File: config.mk
export PLATFORM = sky130hd
export DESIGN_NAME = signed_integer_to_base_digits
export DESIGN_NICKNAME = d
export VERILOG_FILES = /design/src/rtl/core/sibd_pkg.sv /design/src/rtl/core/sibd_regs.sv /design/src/rtl/core/sibd_ctrl.sv /design/src/rtl/core/sibd_dp.sv /design/src/rtl/core/signed_integer_to_base_digits.sv
export SDC_FILE = /design/constraint.sdc
export NUM_CORES = 1
export LEC_CHECK = 0
export BUFFER_PORTS_ARGS = -buffer_cell sky130_fd_sc_hd__buf_2
export CAP_MARGIN = 15
export CELL_PAD_IN_SITES_DETAIL_PLACEMENT = 1
export CELL_PAD_IN_SITES_GLOBAL_PLACEMENT = 2
export CORE_UTILIZATION = 26
export DETAILED_ROUTE_END_ITERATION = 7
export GPL_TIMING_DRIVEN = 0
export PLACE_DENSITY = 0.61
export SLEW_MARGIN = 20
export SYNTH_ARGS = -nofsm -noshare
export SYNTH_HDL_FRONTEND = slang
export SYNTH_SLANG_ARGS = --single-unit
File: constraint.sdc
create_clock -name clk -period 16.4 [get_ports clk]
set_input_delay 2.46 -clock clk [delete_from_list [all_inputs] [get_ports clk]]
set_output_delay 2.46 -clock clk [all_outputs]
set_load 0.1 [all_outputs]
File: src/rtl/core/sibd_pkg.sv
// ----------------------------------------------------------------------------
// sibd_pkg
// Shared types and constants for the signed integer to base digits block.
// ----------------------------------------------------------------------------
`default_nettype none

package sibd_pkg;

    localparam logic [7:0] SIGN_PLUS  = 8'h2B;
    localparam logic [7:0] SIGN_MINUS = 8'h2D;

    // register indexes, taken from paddr[4:3]
    localparam logic [1:0] REG_ALPHABET_LOW  = 2'd0;
    localparam logic [1:0] REG_ALPHABET_HIGH = 2'd1;
    localparam logic [1:0] REG_RADIX_LENGTH  = 2'd2;

    localparam int MAX_DIGITS  = 32;
    localparam int BITS_PER_CY = 8;   // quotient bits resolved per divide cycle
    localparam logic [1:0] DIV_LAST_STEP = 2'd3;

    typedef enum logic [2:0] {
        ST_IDLE,
        ST_CHECK,
        ST_DIVIDE,
        ST_SIGN,
        ST_EMIT
    } state_t;

    typedef struct packed {
        logic load;
        logic check_en;
        logic div_en;
        logic emit_sign;
        logic emit_digit;
    } cmd_t;

    typedef struct packed {
        logic chk_last;
        logic alpha_bad;
        logic div_done;
        logic quot_zero;
        logic digits_full;
        logic neg;
        logic one_left;
    } status_t;

endpackage

`default_nettype wire

File: src/rtl/core/sibd_regs.sv
// ----------------------------------------------------------------------------
// sibd_regs
// APB register file: alphabet words and radix length.
// ----------------------------------------------------------------------------
`default_nettype none

module sibd_regs (
    input  wire logic        clk,
    input  wire logic        rst_n,
    input  wire logic        psel,
    input  wire logic        penable,
    input  wire logic        pwrite,
    input  wire logic [4:0]  paddr,
    input  wire logic [63:0] pwdata,
    output logic      [63:0] prdata,
    output logic             pready,
    output logic      [127:0] alphabet,
    output logic      [4:0]  radix
);

    logic [63:0] alpha_low_reg;
    logic [63:0] alpha_high_reg;
    logic [4:0]  radix_reg;
    logic        wr_en;

    assign pready = 1'b1;
    assign wr_en  = psel && penable && pwrite;

    always_ff @(posedge clk or negedge rst_n)
    begin
        if (!rst_n)
        begin
            alpha_low_reg  <= '0;
            alpha_high_reg <= '0;
            radix_reg      <= '0;
        end
        else if (wr_en)
        begin
            case (paddr[4:3])
                sibd_pkg::REG_ALPHABET_LOW:  alpha_low_reg  <= pwdata;
                sibd_pkg::REG_ALPHABET_HIGH: alpha_high_reg <= pwdata;
                sibd_pkg::REG_RADIX_LENGTH:  radix_reg      <= pwdata[4:0];
                default: ;
            endcase
        end
    end

    always_comb
    begin
        case (paddr[4:3])
            sibd_pkg::REG_ALPHABET_LOW:  prdata = alpha_low_reg;
            sibd_pkg::REG_ALPHABET_HIGH: prdata = alpha_high_reg;
            sibd_pkg::REG_RADIX_LENGTH:  prdata = {59'd0, radix_reg};
            default:                     prdata = '0;
        endcase
    end

    assign alphabet = {alpha_high_reg, alpha_low_reg};
    assign radix    = radix_reg;

endmodule

`default_nettype wire

File: src/rtl/core/sibd_ctrl.sv
// ----------------------------------------------------------------------------
// sibd_ctrl
// Sequencer: alphabet check, digit extraction, character output.
// ----------------------------------------------------------------------------
`default_nettype none

module sibd_ctrl (
    input  wire logic              clk,
    input  wire logic              rst_n,
    input  wire logic              start,
    input  wire sibd_pkg::status_t status,
    output sibd_pkg::cmd_t         cmd,
    output logic                   busy,
    output logic                   strobe
);

    sibd_pkg::state_t state_reg;
    sibd_pkg::state_t state_next;

    always_ff @(posedge clk or negedge rst_n)
    begin
        if (!rst_n)
            state_reg <= sibd_pkg::ST_IDLE;
        else
            state_reg <= state_next;
    end

    always_comb
    begin
        state_next = state_reg;
        case (state_reg)
            sibd_pkg::ST_IDLE:
            begin
                if (start)
                    state_next = sibd_pkg::ST_CHECK;
            end
            sibd_pkg::ST_CHECK:
            begin
                if (status.chk_last)
                    state_next = status.alpha_bad ? sibd_pkg::ST_IDLE : sibd_pkg::ST_DIVIDE;
            end
            sibd_pkg::ST_DIVIDE:
            begin
                if (status.div_done && (status.quot_zero || status.digits_full))
                    state_next = status.neg ? sibd_pkg::ST_SIGN : sibd_pkg::ST_EMIT;
            end
            sibd_pkg::ST_SIGN:
                state_next = sibd_pkg::ST_EMIT;
            sibd_pkg::ST_EMIT:
            begin
                if (status.one_left)
                    state_next = sibd_pkg::ST_IDLE;
            end
            default:
                state_next = sibd_pkg::ST_IDLE;
        endcase
    end

    always_comb
    begin
        cmd    = '0;
        busy   = 1'b1;
        strobe = 1'b0;
        case (state_reg)
            sibd_pkg::ST_IDLE:
            begin
                busy     = 1'b0;
                cmd.load = start;
            end
            sibd_pkg::ST_CHECK:
                cmd.check_en = 1'b1;
            sibd_pkg::ST_DIVIDE:
                cmd.div_en = 1'b1;
            sibd_pkg::ST_SIGN:
            begin
                cmd.emit_sign = 1'b1;
                strobe        = 1'b1;
            end
            sibd_pkg::ST_EMIT:
            begin
                cmd.emit_digit = 1'b1;
                strobe         = 1'b1;
            end
            default:
                busy = 1'b0;
        endcase
    end

endmodule

`default_nettype wire

File: src/rtl/core/sibd_dp.sv
// ----------------------------------------------------------------------------
// sibd_dp
// Datapath: alphabet checker, radix divider, digit stack and symbol lookup.
// ----------------------------------------------------------------------------
`default_nettype none

module sibd_dp #(
    parameter int MAX_BASE = 16
) (
    input  wire logic              clk,
    input  wire logic              rst_n,
    input  wire logic [127:0]      alphabet,
    input  wire logic [4:0]        radix,
    input  wire logic signed [31:0] value,
    input  wire sibd_pkg::cmd_t    cmd,
    output sibd_pkg::status_t      status,
    output logic      [7:0]        symbol,
    output logic                   last_symbol
);

    localparam int CW = $clog2(MAX_BASE);
    localparam int ND = $clog2(sibd_pkg::MAX_DIGITS + 1);

    logic [7:0] sym [MAX_BASE];

    logic [CW-1:0] ck_reg;
    logic          bad_reg;
    logic [1:0]    step_reg;
    logic [ND-1:0] nd_reg;
    logic          neg_reg;
    logic [31:0]   quot_reg;
    logic [CW:0]   rem_reg;
    logic [sibd_pkg::MAX_DIGITS-1:0][CW-1:0] stack_reg;

    logic [7:0]  sel_sym;
    logic        ck_in_use;
    logic        dup;
    logic        bad_now;
    logic        range_bad;
    logic [31:0] qv;
    logic [CW:0] rv;
    logic [CW:0] radix_cut;

    always_comb
    begin
        for (int i = 0; i < MAX_BASE; i++)
            sym[i] = alphabet[8*i +: 8];
    end

    // one symbol a cycle against every later symbol in use, and against NUL, '+' and '-'
    always_comb
    begin
        sel_sym   = sym[ck_reg];
        ck_in_use = 5'(ck_reg) < radix;
        dup       = 1'b0;
        for (int j = 0; j < MAX_BASE; j++)
        begin
            if ((CW'(j) > ck_reg) && (5'(j) < radix) && (sym[j] == sel_sym))
                dup = 1'b1;
        end
        bad_now   = ck_in_use && ((sel_sym == 8'd0) || (sel_sym == sibd_pkg::SIGN_PLUS)
                    || (sel_sym == sibd_pkg::SIGN_MINUS) || dup);
        range_bad = (radix < 5'd2) || (radix > 5'(MAX_BASE));
    end

    // restoring division, eight quotient bits per cycle
    always_comb
    begin
        radix_cut = radix[CW:0];
        qv        = quot_reg;
        rv        = (step_reg == 2'd0) ? '0 : rem_reg;
        for (int k = 0; k < sibd_pkg::BITS_PER_CY; k++)
        begin
            rv = {rv[CW-1:0], qv[31]};
            qv = {qv[30:0], 1'b0};
            if (rv >= radix_cut)
            begin
                rv    = rv - radix_cut;
                qv[0] = 1'b1;
            end
        end
    end

    always_ff @(posedge clk or negedge rst_n)
    begin
        if (!rst_n)
        begin
            ck_reg   <= '0;
            bad_reg  <= 1'b0;
            step_reg <= '0;
            nd_reg   <= '0;
            neg_reg  <= 1'b0;
        end
        else if (cmd.load)
        begin
            ck_reg   <= '0;
            bad_reg  <= 1'b0;
            step_reg <= '0;
            nd_reg   <= '0;
            neg_reg  <= value[31];
        end
        else if (cmd.check_en)
        begin
            ck_reg  <= ck_reg + 1'b1;
            bad_reg <= bad_reg | bad_now;
        end
        else if (cmd.div_en)
        begin
            step_reg <= step_reg + 1'b1;
            if (step_reg == sibd_pkg::DIV_LAST_STEP)
                nd_reg <= nd_reg + 1'b1;
        end
        else if (cmd.emit_digit)
        begin
            nd_reg <= nd_reg - 1'b1;
        end
    end

    // newest digit at the bottom: the most significant one comes out first
    always_ff @(posedge clk)
    begin
        if (cmd.load)
            quot_reg <= value[31] ? (32'd0 - 32'(value)) : 32'(value);
        else if (cmd.div_en)
        begin
            quot_reg <= qv;
            rem_reg  <= rv;
            if (step_reg == sibd_pkg::DIV_LAST_STEP)
                stack_reg <= {stack_reg[sibd_pkg::MAX_DIGITS-2:0], rv[CW-1:0]};
        end
        else if (cmd.emit_digit)
            stack_reg <= {{CW{1'b0}}, stack_reg[sibd_pkg::MAX_DIGITS-1:1]};
    end

    always_comb
    begin
        status.chk_last    = (ck_reg == CW'(MAX_BASE - 1));
        status.alpha_bad   = bad_reg | bad_now | range_bad;
        status.div_done    = (step_reg == sibd_pkg::DIV_LAST_STEP);
        status.quot_zero   = (qv == 32'd0);
        status.digits_full = (nd_reg == ND'(sibd_pkg::MAX_DIGITS - 1));
        status.neg         = neg_reg;
        status.one_left    = (nd_reg == ND'(1));
    end

    assign symbol      = cmd.emit_sign ? sibd_pkg::SIGN_MINUS : sym[stack_reg[0]];
    assign last_symbol = cmd.emit_digit && (nd_reg == ND'(1));

endmodule

`default_nettype wire

File: src/rtl/core/signed_integer_to_base_digits.sv
// ----------------------------------------------------------------------------
// signed_integer_to_base_digits
// Writes a signed 32-bit value out as characters of a configured alphabet.
// ----------------------------------------------------------------------------
// Usage:
//   Program alphabet_low (0x00), alphabet_high (0x08) and radix_length (0x10)
//   over the APB port while the block is idle. A value is transferred when
//   start is high and busy is low. Characters appear on symbol, each for one
//   cycle with strobe high; last_symbol marks the final one. A negative value
//   gives a leading '-'. An invalid alphabet gives no characters at all.
// Sequence:
//   The transfer is accepted, then the alphabet is checked (one symbol compared
//   against every later symbol in use per cycle), then the divider extracts
//   the digits (8 quotient bits per cycle), then the characters are shown in turn.
//   busy stays high until the last character has gone.
// Reset clears the APB registers to zero (an invalid alphabet) and the
// sequencer to idle. The receiver cannot stall: each character is taken in
// the cycle it is shown.
// ----------------------------------------------------------------------------
`default_nettype none

module signed_integer_to_base_digits #(
    parameter int MAX_BASE = 16
) (
    input  wire logic               clk,
    input  wire logic               rst_n,
    input  wire logic               start,
    output logic                    busy,
    input  wire logic signed [31:0] value,
    output logic                    strobe,
    output logic      [7:0]         symbol,
    output logic                    last_symbol,
    input  wire logic               psel,
    input  wire logic               penable,
    input  wire logic               pwrite,
    input  wire logic [4:0]         paddr,
    input  wire logic [63:0]        pwdata,
    output logic      [63:0]        prdata,
    output logic                    pready
);

    logic [127:0]      alphabet;
    logic [4:0]        radix;
    sibd_pkg::cmd_t    cmd;
    sibd_pkg::status_t status;

    sibd_regs u_regs (
        .clk      (clk),
        .rst_n    (rst_n),
        .psel     (psel),
        .penable  (penable),
        .pwrite   (pwrite),
        .paddr    (paddr),
        .pwdata   (pwdata),
        .prdata   (prdata),
        .pready   (pready),
        .alphabet (alphabet),
        .radix    (radix)
    );

    sibd_ctrl u_ctrl (
        .clk    (clk),
        .rst_n  (rst_n),
        .start  (start),
        .status (status),
        .cmd    (cmd),
        .busy   (busy),
        .strobe (strobe)
    );

    sibd_dp #(
        .MAX_BASE (MAX_BASE)
    ) u_dp (
        .clk         (clk),
        .rst_n       (rst_n),
        .alphabet    (alphabet),
        .radix       (radix),
        .value       (value),
        .cmd         (cmd),
        .status      (status),
        .symbol      (symbol),
        .last_symbol (last_symbol)
    );

`ifndef SYNTHESIS
    a_strobe_busy: assert property (@(posedge clk) disable iff (!rst_n)
        strobe |-> busy)
        else $error("character strobe outside a conversion");

    a_last_has_strobe: assert property (@(posedge clk) disable iff (!rst_n)
        last_symbol |-> strobe)
        else $error("last marker without a character");

    a_last_ends: assert property (@(posedge clk) disable iff (!rst_n)
        (strobe && last_symbol) |=> !busy)
        else $error("still busy after the final character");

    a_start_busy: assert property (@(posedge clk) disable iff (!rst_n)
        (start && !busy) |=> (busy && !strobe))
        else $error("transfer did not start a conversion");
`endif

endmodule

`default_nettype wire
Word-level counts from Yosys, hierarchy flattened
Index checks and enable logic that the tools add are counted.
{"block": "op_classes", "n_addsub": 13, "n_mul": 0, "div": 0, "n_lt_le_gt_ge": 45, "eq_ne": 35, "shifts": 0, "n_mux": 73, "bitwise_logic": 5, "n_reduce_logical": 61}
{"operator": "128-bit two-way mux", "n": 3}
{"operator": "64-bit case mux with 3 select lines", "n": 1}
{"operator": "8-bit equality test", "n": 16}
{"operator": "32-bit two-way mux", "n": 3}
{"operator": "8-bit binary-select mux with 4-bit select", "n": 2}
{"operator": "4-bit two-way mux", "n": 11}
{"operator": "5-bit >= comparator", "n": 8}
{"operator": "4-bit by 5-bit less-than comparator with 1-bit output (first input constant)", "n": 8}
{"operator": "8-bit two-way mux", "n": 5}
{"operator": "1-bit logical AND", "n": 37}
{"operator": "1-bit two-way mux", "n": 33}
{"operator": "4-bit greater-than comparator (first input constant)", "n": 8}
{"operator": "32-bit logical NOT", "n": 1}
{"operator": "1-bit by 32-bit subtractor with 32-bit output (first input constant)", "n": 1}
{"operator": "4-bit subtractor", "n": 8}
{"operator": "6-bit two-way mux", "n": 5}
{"operator": "3-bit by 5-bit less-than comparator with 1-bit output (first input constant)", "n": 4}
{"operator": "8-bit by 6-bit equality test with 1-bit output (second input constant)", "n": 2}
{"operator": "3-bit by 4-bit greater-than comparator with 1-bit output (first input constant)", "n": 4}
{"operator": "3-bit two-way mux", "n": 5}
{"operator": "3-bit case mux with 5 select lines", "n": 1}
{"operator": "5-bit >= comparator (second input constant)", "n": 2}
{"operator": "1-bit by 5-bit less-than comparator with 1-bit output (first input constant)", "n": 2}
{"operator": "2-bit by 5-bit less-than comparator with 1-bit output (first input constant)", "n": 2}
{"operator": "other kinds (35)", "n": 60}
{"block": "word_totals", "reg_bits": 314, "latchBits": 0, "ram_bits": 0, "mem_bits_ro": 0, "in_bits": 107, "output_inout_bits": 76, "word_cells": 275, "memories": 0}

Longest topological paths before layout
{"block": "depth", "ltp_word": 29, "mapped_depth": 77, "ltp_nobuf": 73}

Hierarchy
A second synthesis with hierarchy kept.
{"block": "unflattened", "hier_cells": 1704, "area_unflattened_um2": 20937.6}
{"mod": "sibd_dp", "instances": 1, "cells_per_inst": 1243, "area_per_inst_um2": 14461.4, "seq_area_each_um2": 5275.1}
{"mod": "sibd_regs", "instances": 1, "cells_per_inst": 434, "area_per_inst_um2": 6244.7, "seq_area_each_um2": 3328.2}
{"mod": "sibd_ctrl", "instances": 1, "cells_per_inst": 27, "area_per_inst_um2": 231.5, "seq_area_each_um2": 75.1}

Worst setup path before layout
Ideal clock, no wire load.
{"block": "synth_path", "path_kind": "flip-flop to flip-flop", "from": "register u_regs.radix_reg[1] (netlist: u_regs.radix[1])", "to": "register u_ctrl.state_reg[1]", "setup_time_ps": 126, "arrival_time_ps": 13214, "required_time_ps": 16274, "path_slack_ps": 3060, "path_stages_with_launch": 72, "n_path_buf": 5, "synth_period_minus_slack_ps": 13340, "cell_sequence": "dfrtp_1 > clkbuf_1 > o21ai_0 > a32oi_1 > o32ai_1 > a31o_2 > a21o_1 > a21oi_1 > mux2_2 > inv_1 > ha_1 > nor2b_1 > o21ai_0 > nand3b_1 > a21o_1 > a21o_1 > clkbuf_1 > o21ai_0 > [... 36 more ...] > o21ai_0 > nand3b_1 > a21o_1 > a21o_1 > clkbuf_1 > a21oi_1 > ha_1 > nor2b_1 > o21ai_0 > a31oi_1 > o21ai_0 > nand2b_1 > clkbuf_1 > nor4_1 > a31o_2 > o211ai_1 > a21o_1 > a221o_1"}
{"block": "synth_between", "elab_chain_cells": 26, "word_cells_on_any_way": 110, "classes_between": "7 x add/sub; 27 x order compare; 1 x eq/ne; 34 x mux; 2 x bitwise; 39 x reduce/logical"}
{"item": "from (decl)", "line": "sibd_regs.sv:23", "source": "logic [4:0] radix_reg;"}
{"item": "from (signal assigned)", "line": "sibd_regs.sv:42", "source": "sibd_pkg::REG_RADIX_LENGTH: radix_reg <= pwdata[4:0];"}
{"item": "branches (longest 26 deep; another with 5-bit >= comparator)"}
{"item": "to (signal assigned)", "line": "sibd_ctrl.sv:23", "source": "state_reg <= sibd_pkg::ST_IDLE;"}
{"item": "to (signal assigned)", "line": "sibd_ctrl.sv:25", "source": "state_reg <= state_next;"}
{"item": "to (decl)", "line": "sibd_ctrl.sv:17", "source": "sibd_pkg::state_t state_reg;"}
Several ways; the timed one is not identified. The select of a mux whose other input is x is not followed.
A chain may end at the register's enable or synchronous reset.

Worst setup path after layout
Ends and elaborated chain as after synthesis.

==> run_results.csv <==
group,metric,value,unit
sta,period_share,91.6,%
grt,overflow,0,
floorplanning,coreArea,77300,um2
synth,ys_warn_count,0,
synth,synth_commonest_cells,"nand2_1, edfxtp_1, mux2_2, dfrtp_1, nor2_1",
setup_path,critPathArrivalTime,15.47,ns
setup_path,start_kind,"register",
sta,layout_min_cycle_time,15.03,ns
floorplanning,row_count,102,
setup_path,criticalPathCategory,"register to register",
drt,via_per_inst,4.98,
floorplanning,dieArea,79200,um2
synth,seq_area_frac_synth,42.7,%
synth,synth_top_area_share,24.3,%
clocking,cts_sinks,314,
synth,synthDistinctLibCells,77,
drt,ant_nets,0,
drt,drt_iter0_drc,982,
grt,grt_max_degree,81,
clocking,htreeDepth,2,
synth,synth_area,20300,um2
cells_and_area,synthToLayoutAreaGrowth,18.1,%
synth,synth-main-ff-cell,"edfxtp_1",
grt,grt_pass1_vias,16900,
synth,syn_inst,1952,
clocking,tritoncts,"done",
setup_path,critical_path_buf_inv_count,11,
run,drv_cap,0,
grt,grt_usage,18.9,%
drt,firstDrtPassIters,5,
drt,vias,16200,
floorplanning,initial_core_util,26.3,%
clocking,clkLatencyLatePin,0.59,ns
sta,final.setup.tns,0,ns
drt,wire_per_inst,23.2,um
cells_and_area,antenna_cells,0,
drt,drc,0,
placed_design,io_buffers,177,
setup_path,crit_cells,71,
clocking,cts_setup_buffers,0,
sta,rsz0062_at_grt,"no",
sta,skew,0.0293,ns
setup_path,worstPathMaxFanout,9,
grt,grt_pass1_wl,111,mm
sta,fmax,66.6,MHz
cells_and_area,drive_gt1_share,22.9,%
sta,relSlewSlack,23.5,%
grt,antenna_found_initial,2,
clocking,clk_pin_slew,0.05,ns
cells_and_area,largest_reg_flops,128,
setup_path,critPathRequiredTime,16.85,ns
synth,ys_ff_latch,314,
floorplanning,io_pins,183,
cells_and_area,fin_nets,2342,
sta,finalMaxSlewViolations,0,
synth,synth_area_leaders,"edfxtp_1, dfrtp_1, mux2_2, nand2_1, mux4_2",
synth,synth.most_common_cell,"nand2_1",
clocking,ctsLongestPathBuffers,3,
floorplanning,die_h,281,um
clocking,hold_buffers,0,
hold_path,hold_path_depth,2,
floorplanning,die_w,281,um
synth,syn_avg_cell_area,10.4,um2
status,status,"finished clean",
synth,synth_edf_count,164,
setup_path,worstRegToRegCells,71,
setup_path,cpMostUsedCell,"a21o_1",
synth,yosysTopAreaCell,"edfxtp_1",
setup_path,max_stage_delay,0.56,ns
sta,tightest_slew,1.12,ns
drt,wl,75.3,mm
setup_path,endpoint_kind,"register",
clocking,cts_root_buf,"clkbuf_16",
hold_path,hold_path.class,"register to register",
setup_path,crit_path_top_delay_cell,"dfrtp_2",
setup_path,crit_family,"compound AO/OA/AOI/OAI gates",
sta,hold_violations,0,
placed_design,gp_congestion,0.959,
placed_design,dp_hpwl,58.0,mm
clocking,cts_buffers,41,
synth,synth.net_count,2117,
sta,setup_viol,0,
synth,async_flop_share,47.8,%
cells_and_area,final_util,31.0,%
==> final timing paths <==
kind	end	startpoint	slack [ns]
worst max-delay path	u_ctrl.state_reg[1]	u_regs.radix[1]	1.37
worst min-delay path	u_dp.bad_reg	u_dp.bad_reg	0.49
worst max register to register	u_ctrl.state_reg[1]	u_regs.radix[1]	1.37
worst min register to register	u_dp.bad_reg	u_dp.bad_reg	0.49
max in group asynchronous	u_regs.radix[0]	rst_n	13.71
min in group asynchronous	u_regs.alpha_high_reg[42]	rst_n	1.82
==> worst min-delay path: stages (launching register included) <==
cell and delay (ns):
dfrtp_1 0.35, nand2_1 0.05, o21ai_0 0.06
==> timing repair <==
| action | 4_1_cts | 5_1_grt |
|---|---|---|
| endpoints found under the setup margin | 1 | 12 |
| resized for setup | 1 | 8 |
| endpoints found under the hold margin | 0 | 0 |
| pin swaps | 0 | 0 |
==> layer usage <==
metal,share of wire [%],vias to the layer above,wire [um],GRT usage [%]
li1,-,7395,-,-
met1,46,8258,34300,25.4
met2,45,409,34100,29.8
met3,6.0,104,4520,4.17
met4,3.2,4,2370,6.62
met5,0.036,-,27,0
==> cell usage in the layout (no fill, tap or decap), types with 36 or more instances in the layout <==
cell type    n
nor2_1     112
clkbuf_16   43
ha_1        51
clkbuf_1   104
mux2_2     153
nand2_1    451
edfxtp_1   164
xor2_1      81
mux2i_1    106
xnor2_1     86
inv_1       36
o21ai_0     75
dfrtp_1    148
buf_2      182
mux4_2      52
==> cell type report <==
type	count	area [um2]
Inverter	39	146
Timing Repair Buffer	182	991
Tap cell	1040	1300
Multi-Input combinational cell	1480	11000
Clock buffer	71	1290
Sequential cell	314	8680
Fill cell	8872	53400
Clock inverter	5	58.8
Buffer	119	547
==> stage by stage <==
step	instance area, um2	hold slack (ns)	std cells	worst slack (ns)
after floorplan	20300	0.445	1952	3.06
after global placement	22500	0.477	3169	0.501
after detailed placement	22600	0.486	3174	0.0437
after CTS	24000	0.502	3250	0.253
after global routing	24000	0.546	3250	0.0839
final	24000	0.492	3250	1.37
==> cells by family (layout without fill, tap and decap cells) <==
| kind of cell | after synthesis | in the layout | share of synthesized area (%) |
|---|---|---|---|
| muxes | 320 | 320 | 20.5 |
| other | 1 | 1 | 0.0185 |
| AOI/OAI and AO/OA | 198 | 198 | 6.56 |
| buffers and inverters | 158 | 416 | 3.40 |
| xor gates and xnor gates | 167 | 167 | 7.20 |
| and+or+nand+nor | 736 | 736 | 15.8 |
| DFF | 314 | 314 | 42.7 |
| adders and majority gates | 58 | 58 | 3.83 |
Power is left out: the tool's default activity adds up to more than one toggle a clock period on the data nets, which glitch-free logic cannot reach.
